**src/hdl/tbhp_pkg.sv**
```systemverilog
// Shared types, status codes and header byte tables for the tagged blob header parser.
package tbhp_pkg;

  typedef struct packed {
    logic [7:0]  data_byte;
    logic        first_of_buffer;
    logic [31:0] bytes_available;
  } in_item_t;

  typedef struct packed {
    logic [1:0]  status;
    logic [31:0] payload_offset;
    logic [31:0] payload_length;
    logic [31:0] consumed_total;
  } out_item_t;

  localparam logic [1:0] ST_RAW   = 2'd0;
  localparam logic [1:0] ST_BLOB  = 2'd1;
  localparam logic [1:0] ST_OTHER = 2'd2;
  localparam logic [1:0] ST_BAD   = 2'd3;

  localparam logic [31:0] RAW_TAG_LEN  = 32'd4;
  localparam logic [31:0] BLOB_TAG_END = 32'd5;
  localparam logic [31:0] SKIP_POS     = 32'd21;
  localparam logic [31:0] FRAME_LAST   = 32'd26;

  localparam logic [7:0] CH_NUL   = 8'h00;
  localparam logic [7:0] CH_COLON = 8'h3A;
  localparam logic [7:0] CH_ZERO  = 8'h30;
  localparam logic [7:0] CH_NINE  = 8'h39;

  function automatic logic [7:0] raw_byte(input logic [1:0] idx);
    logic [7:0] c;
    case (idx)
      2'd0:    c = "r";
      2'd1:    c = "a";
      2'd2:    c = "w";
      default: c = ":";
    endcase
    return c;
  endfunction

  // Blob framing; the byte at SKIP_POS is not compared.
  function automatic logic [7:0] frame_byte(input logic [4:0] idx);
    logic [7:0] c;
    case (idx)
      5'd0:    c = "b";
      5'd1:    c = "l";
      5'd2:    c = "o";
      5'd3:    c = "b";
      5'd4:    c = ":";
      5'd5:    c = 8'h00;
      5'd6:    c = "c";
      5'd7:    c = "o";
      5'd8:    c = "m";
      5'd9:    c = "p";
      5'd10:   c = "o";
      5'd11:   c = "n";
      5'd12:   c = "e";
      5'd13:   c = "n";
      5'd14:   c = "t";
      5'd15:   c = "=";
      // codec name
      5'd16:   c = 8'h7A;
      5'd17:   c = 8'h6C;
      5'd18:   c = 8'h69;
      5'd19:   c = 8'h62;
      5'd20:   c = ":";
      5'd21:   c = 8'h00;
      5'd22:   c = "s";
      5'd23:   c = "i";
      5'd24:   c = "z";
      5'd25:   c = "e";
      5'd26:   c = "=";
      default: c = 8'h00;
    endcase
    return c;
  endfunction

endpackage

```
**src/hdl/tagged_blob_header_parser_unit.sv**
```systemverilog
// Tagged blob header parser: classifies a buffer header from a byte stream.
//
// Usage: feed the buffer one byte per request on the in_ channel; set
// first_of_buffer on the first byte, together with the number of readable
// bytes. At most one result leaves on the out_ channel per buffer, on the
// byte that decides it: raw accepted, blob accepted, not ours, or
// malformed. Bytes after a decision are dropped until the next first byte;
// a first byte in mid-buffer drops the open buffer and restarts.
// Throughput: one byte per cycle while no stalled result blocks it, set by the
// single decode and length-accumulate stage between the input and result registers.
// Result path: the deciding byte is taken into the input register, and the
// result register loads its verdict once it is free (not held by out_stall).
// Reset: synchronous, active low; clears both channel valids and returns
// the parser to waiting for a first byte.
// Stall: while out_stall holds a waiting result, the input register keeps
// its byte and in_stall rises once that register is also occupied.
module tagged_blob_header_parser_unit (
  input  logic              clk,
  input  logic              rst_n,
  input  logic              in_valid,
  output logic              in_stall,
  input  tbhp_pkg::in_item_t  in_item,
  output logic              out_valid,
  input  logic              out_stall,
  output tbhp_pkg::out_item_t out_item
);
  import tbhp_pkg::*;

  localparam logic [2:0] PH_IDLE   = 3'd0;
  localparam logic [2:0] PH_TAG    = 3'd1;
  localparam logic [2:0] PH_RAW    = 3'd2;
  localparam logic [2:0] PH_FRAME  = 3'd3;
  localparam logic [2:0] PH_DIGITS = 3'd4;
  localparam logic [2:0] PH_TERM   = 3'd5;

  logic       in_valid_r;
  in_item_t   in_item_r;
  logic       out_valid_r;
  out_item_t  out_item_r;

  logic [2:0]  phase_r, phase_nxt;
  logic [31:0] pos_r, pos_nxt;
  logic [31:0] left_r, left_nxt;
  logic [31:0] len_r, len_nxt;
  logic [1:0]  flags_r, flags_nxt;
  logic        dseen_r, dseen_nxt;

  logic      adv;
  logic      done;
  out_item_t res;

  logic [2:0]  cur_phase, ph;
  logic [31:0] cur_pos, cur_left, cur_len, dl;
  logic [1:0]  cur_flags, fl;
  logic        cur_dseen, ds;
  logic [7:0]  b;
  logic        raw_hit, blob_hit;
  logic [35:0] prod;
  logic [31:0] idx;

  assign adv       = !out_valid_r || !out_stall;
  assign in_stall  = in_valid_r && !adv;
  assign out_valid = out_valid_r;
  assign out_item  = out_item_r;

  always_comb begin
    cur_phase = phase_r;
    cur_pos   = pos_r;
    cur_left  = left_r;
    cur_len   = len_r;
    cur_flags = flags_r;
    cur_dseen = dseen_r;
    b         = in_item_r.data_byte;
    done      = 1'b0;
    res       = '0;
    raw_hit   = 1'b0;
    blob_hit  = 1'b0;
    prod      = '0;
    idx       = 32'(pos_r + 32'd1);

    if (in_item_r.first_of_buffer) begin
      cur_phase = PH_TAG;
      cur_pos   = '0;
      cur_left  = 32'(in_item_r.bytes_available - 32'd1);
      cur_len   = '0;
      cur_flags = 2'b11;
      cur_dseen = 1'b0;
    end
    idx = 32'(cur_pos + 32'd1);
    ph  = cur_phase;
    fl  = cur_flags;
    dl  = cur_len;
    ds  = cur_dseen;

    if (in_item_r.first_of_buffer && in_item_r.bytes_available == '0) begin
      done       = 1'b1;
      res.status = ST_BAD;
    end else if (cur_phase != PH_IDLE) begin
      unique case (cur_phase)
        PH_TAG: begin
          raw_hit  = (cur_pos < RAW_TAG_LEN) && (b == raw_byte(cur_pos[1:0]));
          blob_hit = (cur_pos <= BLOB_TAG_END) && (b == frame_byte(cur_pos[4:0]));
          fl = cur_flags & {blob_hit, raw_hit};
          if (fl[0] && cur_pos == RAW_TAG_LEN - 32'd1) begin
            ph = PH_RAW;
          end else if (fl[1] && cur_pos == BLOB_TAG_END) begin
            ph = PH_FRAME;
          end else if (fl == 2'b00) begin
            done       = 1'b1;
            res.status = ST_OTHER;
          end
        end
        PH_RAW: begin
          if (b == CH_NUL) begin
            done               = 1'b1;
            res.status         = ST_RAW;
            res.payload_offset = RAW_TAG_LEN;
            res.payload_length = 32'(cur_pos - (RAW_TAG_LEN - 32'd1));
            res.consumed_total = idx;
          end
        end
        PH_FRAME: begin
          if (cur_pos > FRAME_LAST ||
              (cur_pos != SKIP_POS && b != frame_byte(cur_pos[4:0]))) begin
            done       = 1'b1;
            res.status = ST_BAD;
          end else if (cur_pos == FRAME_LAST) begin
            ph = PH_DIGITS;
            dl = '0;
            ds = 1'b0;
          end
        end
        PH_DIGITS: begin
          if (b >= CH_ZERO && b <= CH_NINE) begin
            // x*10 as x*8 + x*2, then saturate
            prod = {1'b0, cur_len, 3'b000} + {3'b000, cur_len, 1'b0} + {32'd0, b[3:0]};
            dl   = (prod[35:32] != 4'd0) ? '1 : prod[31:0];
            ds   = 1'b1;
          end else if (b == CH_COLON && cur_dseen) begin
            ph = PH_TERM;
          end else begin
            done       = 1'b1;
            res.status = ST_BAD;
          end
        end
        PH_TERM: begin
          done = 1'b1;
          // cur_left is the byte count behind this one; a saturated length never fits
          if (b != CH_NUL || cur_len > cur_left) begin
            res.status = ST_BAD;
          end else begin
            res.status         = ST_BLOB;
            res.payload_offset = idx;
            res.payload_length = cur_len;
            res.consumed_total = 32'(idx + cur_len);
          end
        end
        default: begin
          ph = PH_IDLE;
        end
      endcase

      // out of bytes
      if (!done && ph != PH_IDLE && cur_left == '0) begin
        done       = 1'b1;
        res.status = (ph == PH_TAG || ph == PH_RAW) ? ST_OTHER : ST_BAD;
      end
    end

    phase_nxt = done ? PH_IDLE : ph;
    pos_nxt   = idx;
    left_nxt  = 32'(cur_left - 32'd1);
    len_nxt   = dl;
    flags_nxt = fl;
    dseen_nxt = ds;
  end

  always_ff @(posedge clk) begin
    if (!rst_n) begin
      in_valid_r  <= 1'b0;
      out_valid_r <= 1'b0;
      phase_r     <= PH_IDLE;
      pos_r       <= '0;
      left_r      <= '0;
      len_r       <= '0;
      flags_r     <= 2'b11;
      dseen_r     <= 1'b0;
    end else begin
      if (!in_stall) begin
        in_valid_r <= in_valid;
      end
      if (adv) begin
        out_valid_r <= in_valid_r && done;
      end
      if (in_valid_r && adv) begin
        phase_r <= phase_nxt;
        pos_r   <= pos_nxt;
        left_r  <= left_nxt;
        len_r   <= len_nxt;
        flags_r <= flags_nxt;
        dseen_r <= dseen_nxt;
      end
    end
  end

  always_ff @(posedge clk) begin
    if (!in_stall) begin
      in_item_r <= in_item;
    end
    if (adv && in_valid_r && done) begin
      out_item_r <= res;
    end
  end

endmodule

```
**config.mk**
```make
export PLATFORM = sky130hd
export DESIGN_NAME = tagged_blob_header_parser_unit
export DESIGN_NICKNAME = d
export VERILOG_FILES = /design/src/hdl/tbhp_pkg.sv /design/src/hdl/tagged_blob_header_parser_unit.sv
export SDC_FILE = /design/constraint.sdc
export NUM_CORES = 1
export LEC_CHECK = 0
export BUFFER_PORTS_ARGS = -buffer_cell sky130_fd_sc_hd__buf_2
export CAP_MARGIN = 0
export CORE_ASPECT_RATIO = 1.75
export CORE_MARGIN = 2
export CORE_UTILIZATION = 57
export CTS_BUF_LIST = sky130_fd_sc_hd__clkbuf_4
export CTS_CLUSTER_SIZE = 14
export DETAILED_ROUTE_END_ITERATION = 16
export PLACE_DENSITY = 0.79
export SYNTH_ARGS = -nofsm -noshare
export SYNTH_HDL_FRONTEND = slang
export SYNTH_SLANG_ARGS = --single-unit
export TNS_END_PERCENT = 30
```
**constraint.sdc**
```tcl
create_clock -name clk -period 7.15 [get_ports clk]
set_input_delay 0.3575 -clock clk [delete_from_list [all_inputs] [get_ports clk]]
set_output_delay 0.3575 -clock clk [all_outputs]
set_load 0.01 [all_outputs]
```
* Word-level counts from Yosys, hierarchy flattened
Memory sizes are Yosys's and may differ from the RTL's. Cells that the tools add are included. W data, S select, Z words.
Word-level totals: bits in registers 243, memory bits (read-only) 448, input bits 45, output and inout port bits 100, logic and storage cells 153, memories kept 2
Memory list:
- (no name shown) | words 32, width 7, rd ports 1, clocked after memory_dff 0, write ports 0, line tbhp_pkg.sv:46 | case (idx)
- (no name shown) | words 32, width 7, rd ports 1, clocked after memory_dff 0, write ports 0, line tbhp_pkg.sv:46
Cells by class: add/subtract/negate cells 7, magnitude comparators 6, eq/ne operators 17, mux-type cells 71, bitwise operators 2, reduce and logical (&&, ||, !) cells 33
Operators by type and width (count):
- $mux W32 | 9
- $pmux W96 S2 | 1
- $mux W98 | 1
- $mux W96 | 1
- $mux W8 | 9
- $mux W67 | 1
- $logic_not A32 Y1 | 2
- $pmux W32 S2 | 1
- $sub A32 B1 Y32 const B | 2
- $add A35 B33 Y36 | 1
- $add A36 B4 Y36 | 1
- $mux W3 | 12
- $add A32 B1 Y32 const B | 1
- $add A32 B32 Y32 | 1
- $eq A32 B2 Y1 const B | 1
- $eq A32 B3 Y1 const B | 1
- $eq A32 B5 Y1 const B | 1
- $gt A32 B32 Y1 | 1
- $gt A32 B5 Y1 const B | 1
- $le A32 B3 Y1 const B | 1
- $lt A32 B3 Y1 const B | 1
- $ne A32 B5 Y1 const B | 1
- $sub A32 B2 Y32 const B | 1
- $mux W2 | 12
- other kinds (27) | 72

* Depth between registers and ports, before layout
Gate-level depths: netlist of run 1.
word-level depth 23, depth in mapped cells 29

* Worst setup path before layout of run 1
OpenSTA, ideal clock, no wires.
path kind register -> register, start reg in_item_r[32] (netlist bit), end reg out_item_r, in the netlist out_item[0] (enable), data arrival time 7277 ps, path slack -622 ps, stages on the path, launching flop included 23, path buffers 10, cells stage by stage edfxtp_1 buf_4 buf_6 buf_2 buf_2 buf_2 buf_2 buf_2 buf_1 buf_1 nor2b_1 inv_1 ha_1 buf_2 nor2b_1 o21ai_0 a32o_1 o31ai_1 xnor2_1 and4b_1 a211o_1 nor4b_4 a21oi_2
On the way: cells in the longest elaborated chain, start to end 23, elaborated cells on any way between the ends 74
Ends and longest elaborated chain:
- start, declared | line tagged_blob_header_parser_unit.sv:37 | in_item_t in_item_r;
- start signal, assigned | line tagged_blob_header_parser_unit.sv:208 | in_item_r <= in_item;
- branches (longest 21 deep; another with $mem_v2 Z32 W7)
- $mux W1 (*) | line tagged_blob_header_parser_unit.sv:95 | if (in_item_r.first_of_buffer && in_item_r.bytes_available == '0) begin
- $logic_and A1 B1 Y1 (*) | line tagged_blob_header_parser_unit.sv:210 | if (adv && in_valid_r && done) begin
- end signal, assigned | line tagged_blob_header_parser_unit.sv:211 | out_item_r <= res;
- end, declared | line tagged_blob_header_parser_unit.sv:39 | out_item_t out_item_r;
Every way passes the cells marked *. The select of a mux whose other input is x is not followed. A chain may end at the register's enable or synchronous reset.

* Final worst setup path of run 1
start reg pos_r[0], end reg out_item_r, in the netlist out_item[31] (data pin)
On the way: cells in the longest elaborated chain, start to end 5, elaborated cells on any way between the ends 6
Ends and longest elaborated chain:
- start, declared | line tagged_blob_header_parser_unit.sv:42 | logic [31:0] pos_r, pos_nxt;
- start signal, assigned | line tagged_blob_header_parser_unit.sv:197 | pos_r <= pos_nxt;
- $mux W32 | line tagged_blob_header_parser_unit.sv:81 | if (in_item_r.first_of_buffer) begin
- $add A32 B1 Y32 | line tagged_blob_header_parser_unit.sv:89 | idx = 32'(cur_pos + 32'd1);
- net idx[6] | line tagged_blob_header_parser_unit.sv:59 | logic [31:0] idx;
- $add A32 B32 Y32 | line tagged_blob_header_parser_unit.sv:155 | res.consumed_total = 32'(idx + cur_len);
- $mux W96 | line tagged_blob_header_parser_unit.sv:149 | if (b != CH_NUL || cur_len > cur_left) begin
- $pmux W96 S2 | line tagged_blob_header_parser_unit.sv:99 | unique case (cur_phase)
The timed path passes the listed nets, and every way through them passes these cells.

==> results.ini, run 1 <==
[finish]
seq_area_um2=6260
multi_input_area_um2=11200
area_growth_pct=11.5
drive_gt1_share_pct=13.8
final_nets=2489
fill_cells=2729
utilization_pct=64.6

[setup_path]
cp_max_fo=16
r2r-start=pos_r[0]
r2r_slack_ns=1.13
critPathKind=reg -> reg
critPathArrivalTime_ns=6.50
crit_required_ns=7.62
crit_path_end_kind=flip-flop
reg2reg_to=out_item[31]
startpoint_type=flip-flop
r2r_cells=16

[logic_synthesis]
syn_nets=2339
synth.largest_area_cell=edfxtp_1
synth_area_per_cell_um2=8.51
synth_top_area_share_pct=22.8
ys_seq_area_share_pct=34.1
synth_area_leaders=edfxtp_1 23%, dfxtp_1 11%, ha_1 9.3%
yosysWarnings=0
synth_enable_flop_cells=139
ys_top_cells_by_count=219 x nor2_1, 162 x nand2_1, 159 x o21ai_0
netlist_area_um2=18300
synth_cells=2155
synthArstFlopShare_pct=0
synth_ff_type=edfxtp_1
synthDistinctLibCells=97
synth_seq_cells=243
synth.most_common_cell=nor2_1

[timing]
setup_violations=0
slew_headroom_pct=22.5
timing.fmax_mhz=166
tns_ns=0
period_needed_ns=6.02
finalHoldViolations=0
timing.hold.ws_ns=0.288
rsz0062_at_grt=no
skew_ns=0.0439
tightest_slew_ns=1.16
finalMaxSlewViolations=0
post-route-period-util_pct=84.3

[floorplan]
initial_utilization_pct=58.0
die_w_um=140
io_pins=145
core_area_um2=31600
die_h_um=241
dieArea_um2=33700
rows=86

[power]
switching_share_pct=29.6
p_seq_share_pct=50.5
pwr-share-clk_pct=36.1
combPwrFrac_pct=13.3
irDropWorstVdd_mv=0.128
leakage_nw=8.37
internal-power_mw=2.18
pwr_density_cell_nw_per_um2=152
switchingPower_uw=917

[grt]
grt_max_degree=156
grtUsageTotal_pct=32.6
grt_pass1_vias=17400
grt_remaining_overflow=0
grt_first_pass_wirelength_um=88000
antenna_found_initial=2

[route]
top_layer=met4
vias=17700
final_antenna_net_count=0
wl_met3_um=3900
wire_per_inst_um=20.5
met2WireLength_um=28300
drc=0
first_pass_iters=6
wl_met1_um=19400
wirelength_um=56500
initialDrtViolationCount=1415
vias_per_cell=6.43

[clocking]
clkTransAtPathRegs_ns=0.07
numCtsBuffers=56
cts_num_sinks=243
clockBufferDepth=3
cts_tree=yes
clock_latency_ns=0.78
cts_root_buf=clkbuf_4
htreeDepth=2

[outcome]
status=finished clean

[worst_hold_path]
worstHoldPathCells=2
hp-class=in -> reg
min_from=in_item[13]
min_to=in_item_r[13]

[flow_run]
drv_cap=0

[place]
port_buffers=144
place_hpwl_um=40800
place_congestion=0.976

[flip-flops by register name, indices dropped and copies added (netlist names), 2 cells and up]
name	flops
out_item	98
in_item_r	33
left_r	32
len_r	32
pos_r	32
b	8
phase_r	3
flags_r	2
[layout make-up]
| cell class | count | area share (%) |
|---|---|---|
| timing repair buffer | 216 | 6.90 |
| inverter | 101 | 1.85 |
| multi-input combinational | 1687 | 54.8 |
| sequential | 243 | 30.6 |
| tap | 396 | 2.42 |
| clock inverter | 29 | 0.606 |
| clock buffer | 77 | 2.83 |
| antenna | 1 | 0.0122 |
[per-layer routing]
| metal | global-route usage [%] | vias up |
|---|---|---|
| met5 | 0 | - |
| met4 | 26.8 | 0 |
| met3 | 6.21 | 286 |
| met2 | 58.4 | 860 |
| met1 | 32.6 | 8249 |
| li1 | - | 8285 |
[cells in the final DEF (no fill, tap or decap), drive strengths merged, types with 45 or more instances in the layout]
| master | Yosys | final |
|---|---|---|
| nor4 | 55 | 55 |
| nor2b | 52 | 52 |
| buf | 44 | 171 |
| nand2 | 165 | 165 |
| nor3 | 73 | 73 |
| edfxtp | 139 | 139 |
| nor2 | 220 | 220 |
| a21oi | 150 | 150 |
| nand3 | 45 | 45 |
| a211oi | 45 | 45 |
| dfxtp | 104 | 104 |
| ha | 136 | 136 |
| xnor2 | 77 | 77 |
| inv | 100 | 102 |
| dlygate4sd3 | 0 | 45 |
| o21ai | 160 | 160 |
| clkbuf | 80 | 77 |
| xor2 | 56 | 56 |
[power groups by stage]
stage                     clock (mW)  combinational [mW]  sequential [mW]
after floorplan                    0               0.280             1.58
after global placement             0               0.378             1.59
after detailed placement           0               0.385             1.60
after CTS                       1.13               0.406             1.56
after global routing            1.19               0.449             1.57
final                           1.12               0.413             1.57
[critical path: stages, from the launching register on]
cell	delay (ns)
dfxtp_1	0.56
nor2b_1	0.51
ha_1	0.62
nand3_1	0.28
nor2_1	0.24
xor2_1	0.37
inv_1	0.09
ha_1	0.38
nand2_1	0.07
a2111oi_0	0.83
o21ai_0	0.49
a21o_1	0.32
a211oi_1	0.38
nor2_1	0.09
a31oi_1	0.18
mux2i_1	0.21
o22ai_1	0.11
[cells by family (layout without fill, tap and decap cells)]
| logic type | count (synthesis) | in the layout | share of synthesized area [%] |
|---|---|---|---|
| buffers and inverters | 225 | 423 | 5.01 |
| flip-flops | 243 | 243 | 34.1 |
| XOR/XNOR | 133 | 133 | 6.35 |
| other | 0 | 1 | 0 |
| multiplexers | 15 | 15 | 0.819 |
| AO/OA/AOI/OAI | 613 | 613 | 21.7 |
| adder cells (fa/ha/maj) | 139 | 139 | 9.61 |
| AND/OR/NAND/NOR | 787 | 787 | 22.4 |
[per-stage QoR]
stage	total power [mW]	instances	setup slack, ns	instance area (um^2)
floorplan	1.86	2155	0.632	18300
global placement	1.97	2598	1.49	19300
detailed placement	1.98	2598	1.35	19300
CTS	3.10	2749	1.30	20400
global route	3.21	2750	0.736	20400
finish	3.10	2750	1.13	20400
[what timing repair did]
item | CTS | global route
endpoints found under the hold margin | 46 | 0
gates resized for setup | 0 | 0
hold buffers | 45 | 0
setup buffers | 0 | 0
[worst max-delay path by stage]
| stage | from | to | slack (ns) |
|---|---|---|---|
| 2_1_floorplan | in_item_r[32] | out_item[0] | 0.63 |
| 3_3_place_gp | pos_r[0] | out_item[31] | 1.49 |
| 3_5_place_dp | pos_r[0] | out_item[31] | 1.35 |
| 4_1_cts | pos_r[0] | out_item[31] | 1.30 |
| 5_1_grt | pos_r[0] | out_item[28] | 0.74 |
| 6_report | pos_r[0] | out_item[31] | 1.13 |
Power figures use the tool's default switching activity.
==> inputs of run 2 (changes only) <==
clock period = 5.1 ns   (was 7.15 ns; I/O delays follow)
==> results.ini, run 2 (synthesized netlist as in run 1, its figures left out) <==
[timing]
post-route-period-util_pct=95.9  ; +12 points
slew_headroom_pct=25.7  ; +3.1 points
skew_ns=0.0519  ; +0.00796 ns
setup_violations=0  ; unchanged
rsz0062_at_grt=yes
timing.fmax_mhz=204  ; +23%
tightest_slew_ns=1.11  ; -0.0552 ns
finalHoldViolations=0  ; unchanged
finalMaxSlewViolations=0  ; unchanged
period_needed_ns=4.89  ; -1.13 ns
setup_ws_ns=0.207  ; -0.919 ns

[power]
p_seq_share_pct=49.0  ; -1.5 points
combPwrFrac_pct=13.6  ; +0.3 points
leakage_nw=8.86  ; +5.8%
pwr_density_cell_nw_per_um2=210  ; +39%
switching_share_pct=29.0  ; -0.60 points
internal-power_mw=3.18  ; +46%
p_total_mw=4.48  ; +45%
switchingPower_mw=1.30  ; +42%
irDropWorstVdd_mv=0.196  ; +53%
pwr-share-clk_pct=37.4  ; +1.3 points

[place]
place_congestion=1.00  ; +2.6%
place_ws_ns=0.121  ; -1.23 ns
place_hpwl_um=43900  ; +7.7%
port_buffers=144  ; unchanged

[route]
first_pass_iters=6  ; unchanged
drc=0  ; unchanged
vias_per_cell=6.40  ; -0.38%
wire_per_inst_um=21.1  ; +2.6%
vias=18200  ; +2.8%
wirelength_um=59800  ; +5.8%
initialDrtViolationCount=1491  ; +5.4%
final_antenna_net_count=0  ; unchanged

[clocking]
numCtsBuffers=57  ; +1.8%
cts_root_buf=clkbuf_4
clkTransAtPathRegs_ns=0.08  ; about the same
htreeDepth=2  ; unchanged
clockBufferDepth=3  ; unchanged
cts_num_sinks=243  ; unchanged
cts_tree=yes
clock_latency_ns=0.79  ; about the same

[setup_path]
max_stage_delay_ns=0.47  ; -0.36 ns
critPathKind=reg -> reg
cp_top_family=compound AO/OA/AOI/OAI gates
r2r_cells=20  ; +4
cp_max_fo=29  ; +13
r2r_slack_ns=0.21  ; -0.92 ns
crit_chain=nor3_2 -> buf_4 -> and4_1 -> nand2_1 -> o41ai_1 -> nand3_1 -> o21ai_0 -> ha_1 -> a21o_1 -> a21oi_1 -> nor2b_1 -> o211ai_1 -> a21oi_1 -> a2111oi_1 -> buf_4 -> o21ai_1 -> a21o_2 -> buf_12 -> buf_12 -> o22ai_1
startpoint_type=flip-flop
reg2reg_to=out_item[33]
startpoint=in_item_r[3]
crit_buf_inv=4  ; +3
crit_required_ns=5.66  ; -1.96 ns
critPathArrivalTime_ns=5.46  ; -1.04 ns
crit_path_end=out_item[33]
r2r-start=in_item_r[3]
slowest_stage=a2111oi_1
crit_path_end_kind=flip-flop
cp_num_cells=20  ; +4

[floorplan]
io_pins=145  ; unchanged
die_h_um=241  ; unchanged
initial_utilization_pct=58.0  ; unchanged
core_area_um2=31600  ; unchanged
die_w_um=140  ; unchanged
dieArea_um2=33700  ; unchanged
rows=86  ; unchanged

[grt]
grt_remaining_overflow=0  ; unchanged
grt_pass1_vias=18100  ; +4.3%
grt_max_degree=102  ; -35%
grtUsageTotal_pct=34.4  ; +1.8 points
antenna_found_initial=1  ; -1
grt_first_pass_wirelength_um=93100  ; +5.8%

[finish]
area_growth_pct=16.1
largest_register_ffs=98  ; unchanged
layout_commonest_cell=nor2_1
final_cell_mix=218 x nor2_1, 162 x nand2_1, 157 x o21ai_0
final_nets=2577  ; +3.5%
drive_gt1_share_pct=17.7  ; +3.9 points

[worst_hold_path]
worstHoldPathCells=2  ; unchanged
hp-class=in -> reg

[flow_run]
drv_cap=0  ; unchanged

[outcome]
status=finished clean

run 2: cell count changes in the layout (fill, tap and decap cells not counted), moves of 3 or more:
cell      previous run  this run
clkbuf_4            77        85
clkinv_1            19        16
a21oi_1            149       146
buf_4               24       107
a21oi_2              0         3
clkinv_2             8         3
buf_12               3         7
run 2: worst min path at each step:
stage | from | end | slack [ns]
6_report | in_item[31] | in_item_r[31] | 0.21
3_3_place_gp | len_r[16] | len_r[16] | 0.43
5_1_grt | in_item[19] | in_item_r[19] | 0.21
2_1_floorplan | rst_n | flags_r[0] | 0.33
3_5_place_dp | in_item[34] | b[1] | 0.43
4_1_cts | in_item[14] | in_item_r[14] | 0.16
run 2: timing repair:
item | in CTS | in global routing
resized for setup | 0 | 11
endpoints found under the hold margin | 55 | 0
hold buffers | 45 | 0
setup endpoints to repair | 0 | 89
buffers inserted | 0 | 3
run 2: layout make-up:
| type | count | area, um^2 |
|---|---|---|
| Fill cell | 2646 | 10300 |
| Tap cell | 396 | 495 |
| Sequential cell | 243 | 6260 |
| Clock inverter | 22 | 116 |
| Antenna cell | 1 | 2.50 |
| Clock buffer | 85 | 638 |
| Timing Repair Buffer | 303 | 2110 |
| Inverter | 101 | 379 |
| Multi-Input combinational cell | 1687 | 11300 |
run 2: metrics by stage:
stage / setup TNS, ns / hold WS [ns] / utilization [%] / std cells / instance area [um^2]
after global routing: -0.123 / 0.211 / 67.3 / 2838 / 21300
after CTS: 0 / 0.164 / 67.1 / 2834 / 21200
after global placement: 0 / 0.430 / 63.3 / 2682 / 20000
after floorplan: -55.94 / 0.328 / - / 2155 / 18500
after detailed placement: 0 / 0.433 / 63.3 / 2682 / 20000
final: 0 / 0.205 / 67.3 / 2838 / 21300
run 2: metal layers:
| layer | track usage (%) | vias up | wire (um) |
|---|---|---|---|
| li1 | - | 8441 | - |
| met1 | 34.7 | 8550 | 20200 |
| met2 | 63.4 | 913 | 31000 |
| met3 | 5.59 | 273 | 4000 |
| met4 | 25.8 | 0 | 4600 |
| met5 | 0 | - | 0 |
run 2: power groups by stage:
| stage | Clock (mW) | Sequential, mW | Combinational [mW] |
|---|---|---|---|
| floorplan | 0 | 2.22 | 0.404 |
| finish | 1.68 | 2.19 | 0.608 |
| detailed placement | 0 | 2.23 | 0.567 |
| CTS | 1.70 | 2.19 | 0.596 |
| global route | 1.78 | 2.20 | 0.661 |
| global placement | 0 | 2.23 | 0.555 |
run 2: worst reg2reg max path, delay by kind of cell, from the launching register on:
| family | cells | cell delay, ns |
|---|---|---|
| AO/OA/AOI/OAI | 10 | 2.17 |
| buffers and inverters | 4 | 0.83 |
| adder cells (fa/ha/maj) | 1 | 0.31 |
| AND/OR/NAND/NOR | 5 | 0.96 |
| flip-flops | 1 | 0.45 |
==> inputs of run 3 (changes only) <==
CORE_UTILIZATION = 56   (was 57)
CTS_BUF_LIST = sky130_fd_sc_hd__clkbuf_16   (was sky130_fd_sc_hd__clkbuf_4)
PLACE_DENSITY = not set   (was 0.79)
PLACE_DENSITY_LB_ADDON = 0.08   (was not set)
==> results.ini, run 3 (synthesized netlist as in run 1, its figures left out) <==
[route]
wire_per_inst_um=21.2  ; +0.42%
vias=17400  ; -4.3%
drc=0  ; unchanged
final_antenna_net_count=0  ; unchanged
initialDrtViolationCount=1522  ; +2.1%
first_pass_iters=5  ; -1
wirelength_um=58500  ; -2.2%
vias_per_cell=6.30  ; -1.7%

[finish]
diodes=0  ; -1
drive_gt1_share_pct=15.2  ; -2.5 points
area_growth_pct=16.1  ; about the same
fill_cells=2663  ; +0.64%
largest_register_ffs=98  ; unchanged
final_nets=2529  ; -1.9%
layout_commonest_cell=nor2_1
final_area_um2=21300  ; about the same
final_cells=2763  ; -2.6%
utilization_pct=66.1  ; -1.2 points
final_cell_mix=218 x nor2_1, 162 x nand2_1, 158 x o21ai_0

[timing]
finalMaxSlewViolations=0  ; unchanged
timing.fmax_mhz=207  ; +1.2%
tightest_slew_ns=1.12  ; +0.00968 ns
slew_headroom_pct=25.6  ; -0.078 points
skew_ns=0.0245  ; -0.0274 ns
post-route-period-util_pct=94.8  ; -1.1 points
finalHoldViolations=0  ; unchanged
rsz0062_at_grt=no
timing.hold.ws_ns=0.0499  ; -0.155 ns
setup_violations=0  ; unchanged
period_needed_ns=4.84  ; -0.0577 ns

[setup_path]
crit_path_end_kind=flip-flop
startpoint_type=flip-flop
cp_max_fo=20  ; -31%
r2r_slack_ns=0.26  ; +0.06 ns
critPathArrivalTime_ns=5.08  ; -0.38 ns
r2r_cells=18  ; -10%
critPathKind=reg -> reg
crit_required_ns=5.35  ; -0.31 ns

[grt]
grt_pass1_vias=17100  ; -5.4%
grt_max_degree=89  ; -13%
grtUsageTotal_pct=33.4  ; -1.0 points
antenna_found_initial=0  ; -1
grt_remaining_overflow=0  ; unchanged
grt_first_pass_wirelength_um=90800  ; -2.4%

[clocking]
cts_num_sinks=243  ; unchanged
numCtsBuffers=25  ; -56%
clock_latency_ns=0.55  ; -0.24 ns
cts_root_buf=clkbuf_16
cts_tree=yes
post_cts_buffers=0  ; unchanged
clkTransAtPathRegs_ns=0.07  ; about the same
clockBufferDepth=3  ; unchanged
htreeDepth=1  ; -1

[floorplan]
die_w_um=141  ; +0.86%
core_area_um2=32200  ; +1.9%
dieArea_um2=34300  ; +1.7%
rows=87  ; +1.2%
initial_utilization_pct=56.9  ; -1.1 points
die_h_um=243  ; +0.87%
io_pins=145  ; unchanged

[flow_run]
drv_cap=0  ; unchanged

[power]
pwr_density_cell_nw_per_um2=222  ; +5.3%
leakage_nw=8.77  ; -1.0%
switching_share_pct=26.6  ; -2.5 points
p_seq_share_pct=46.5  ; -2.5 points
switchingPower_mw=1.25  ; -3.6%
irDropWorstVdd_mv=0.275  ; +40%
internal-power_mw=3.46  ; +9.0%
pwr-share-clk_pct=40.8  ; +3.4 points
combPwrFrac_pct=12.8  ; -0.8 points

[outcome]
status=finished clean

[worst_hold_path]
hp-class=in -> reg
worstHoldPathCells=3  ; +1

[place]
place_hpwl_um=43800  ; -0.13%
placed_cell_area_um2=20000  ; about the same
dp.cells=2676  ; -0.22%
port_buffers=144  ; unchanged
place_congestion=0.972  ; -2.9%

[run 3: changes by cell type in the layout (fill, tap and decap cells not counted), moves of 5 or more]
| cell | before | now |
|---|---|---|
| buf_12 | 7 | 12 |
| clkinv_1 | 16 | 3 |
| inv_1 | 96 | 102 |
| buf_4 | 107 | 89 |
| clkbuf_16 | 0 | 25 |
| clkbuf_4 | 85 | 0 |
[run 3: layout make-up]
| class | instances | area (um^2) | area share [%] |
|---|---|---|---|
| Timing Repair Buffer | 287 | 2050 | 9.63 |
| Multi-Input combinational cell | 1687 | 11300 | 52.9 |
| Sequential cell | 243 | 6260 | 29.4 |
| Tap cell | 400 | 500 | 2.35 |
| Clock inverter | 20 | 211 | 0.993 |
| Inverter | 101 | 379 | 1.78 |
| Clock buffer | 25 | 626 | 2.94 |
[run 3: timing repair]
action	in CTS	in global routing
hold buffers	42	0
endpoints found under the setup margin	0	4
endpoints found under the hold margin	42	0
resized for setup	0	5
[run 3: power groups by stage]
| stage | Clock [mW] | Sequential (mW) | Combinational [mW] |
|---|---|---|---|
| 2_1_floorplan | 0 | 2.22 | 0.404 |
| 3_3_place_gp | 0 | 2.23 | 0.561 |
| 3_5_place_dp | 0 | 2.23 | 0.569 |
| 4_1_cts | 1.95 | 2.19 | 0.596 |
| 5_1_grt | 2.02 | 2.20 | 0.654 |
| 6_report | 1.92 | 2.19 | 0.603 |
[run 3: final timing paths]
check	startpoint	to
worst min register to register	len_r[4]	len_r[4]
worst min-delay path	out_stall	out_valid
worst max-delay path	in_item_r[32]	out_item[31]
worst max register to register	in_item_r[32]	out_item[31]
[run 3: through the flow]
stage / power, mW / TNS (ns) / setup WS (ns)
after floorplan: 2.62 / -55.94 / -0.556
after global placement: 2.79 / 0 / 0.275
after detailed placement: 2.80 / 0 / 0.191
after CTS: 4.73 / 0 / 0.156
after global routing: 4.87 / 0 / 0.0148
final: 4.72 / 0 / 0.265
[run 3: metal layers]
| metal | global-route usage (%) | up-vias | part of all wire (%) |
|---|---|---|---|
| li1 | - | 8310 | - |
| met1 | 36.0 | 8152 | 36 |
| met2 | 61.0 | 731 | 51 |
| met3 | 3.66 | 210 | 5.9 |
| met4 | 22.1 | 0 | 7.1 |
| met5 | 0 | - | 0 |
[run 3: worst max-delay path, cell delays in order (launching register included)]
cell       delay [ns]
edfxtp_1         0.44
buf_12           0.19
nor2b_4          0.25
ha_4             0.18
nand3_1          0.21
nor2_1           0.22
xor2_1           0.32
inv_1            0.10
ha_1             0.38
nand2_1          0.07
a2111oi_0        0.57
buf_4            0.21
o21ai_0          0.20
a21o_1           0.29
a211oi_2         0.31
nor2_1           0.09
a31oi_1          0.17
mux2i_1          0.22
o22ai_1          0.10
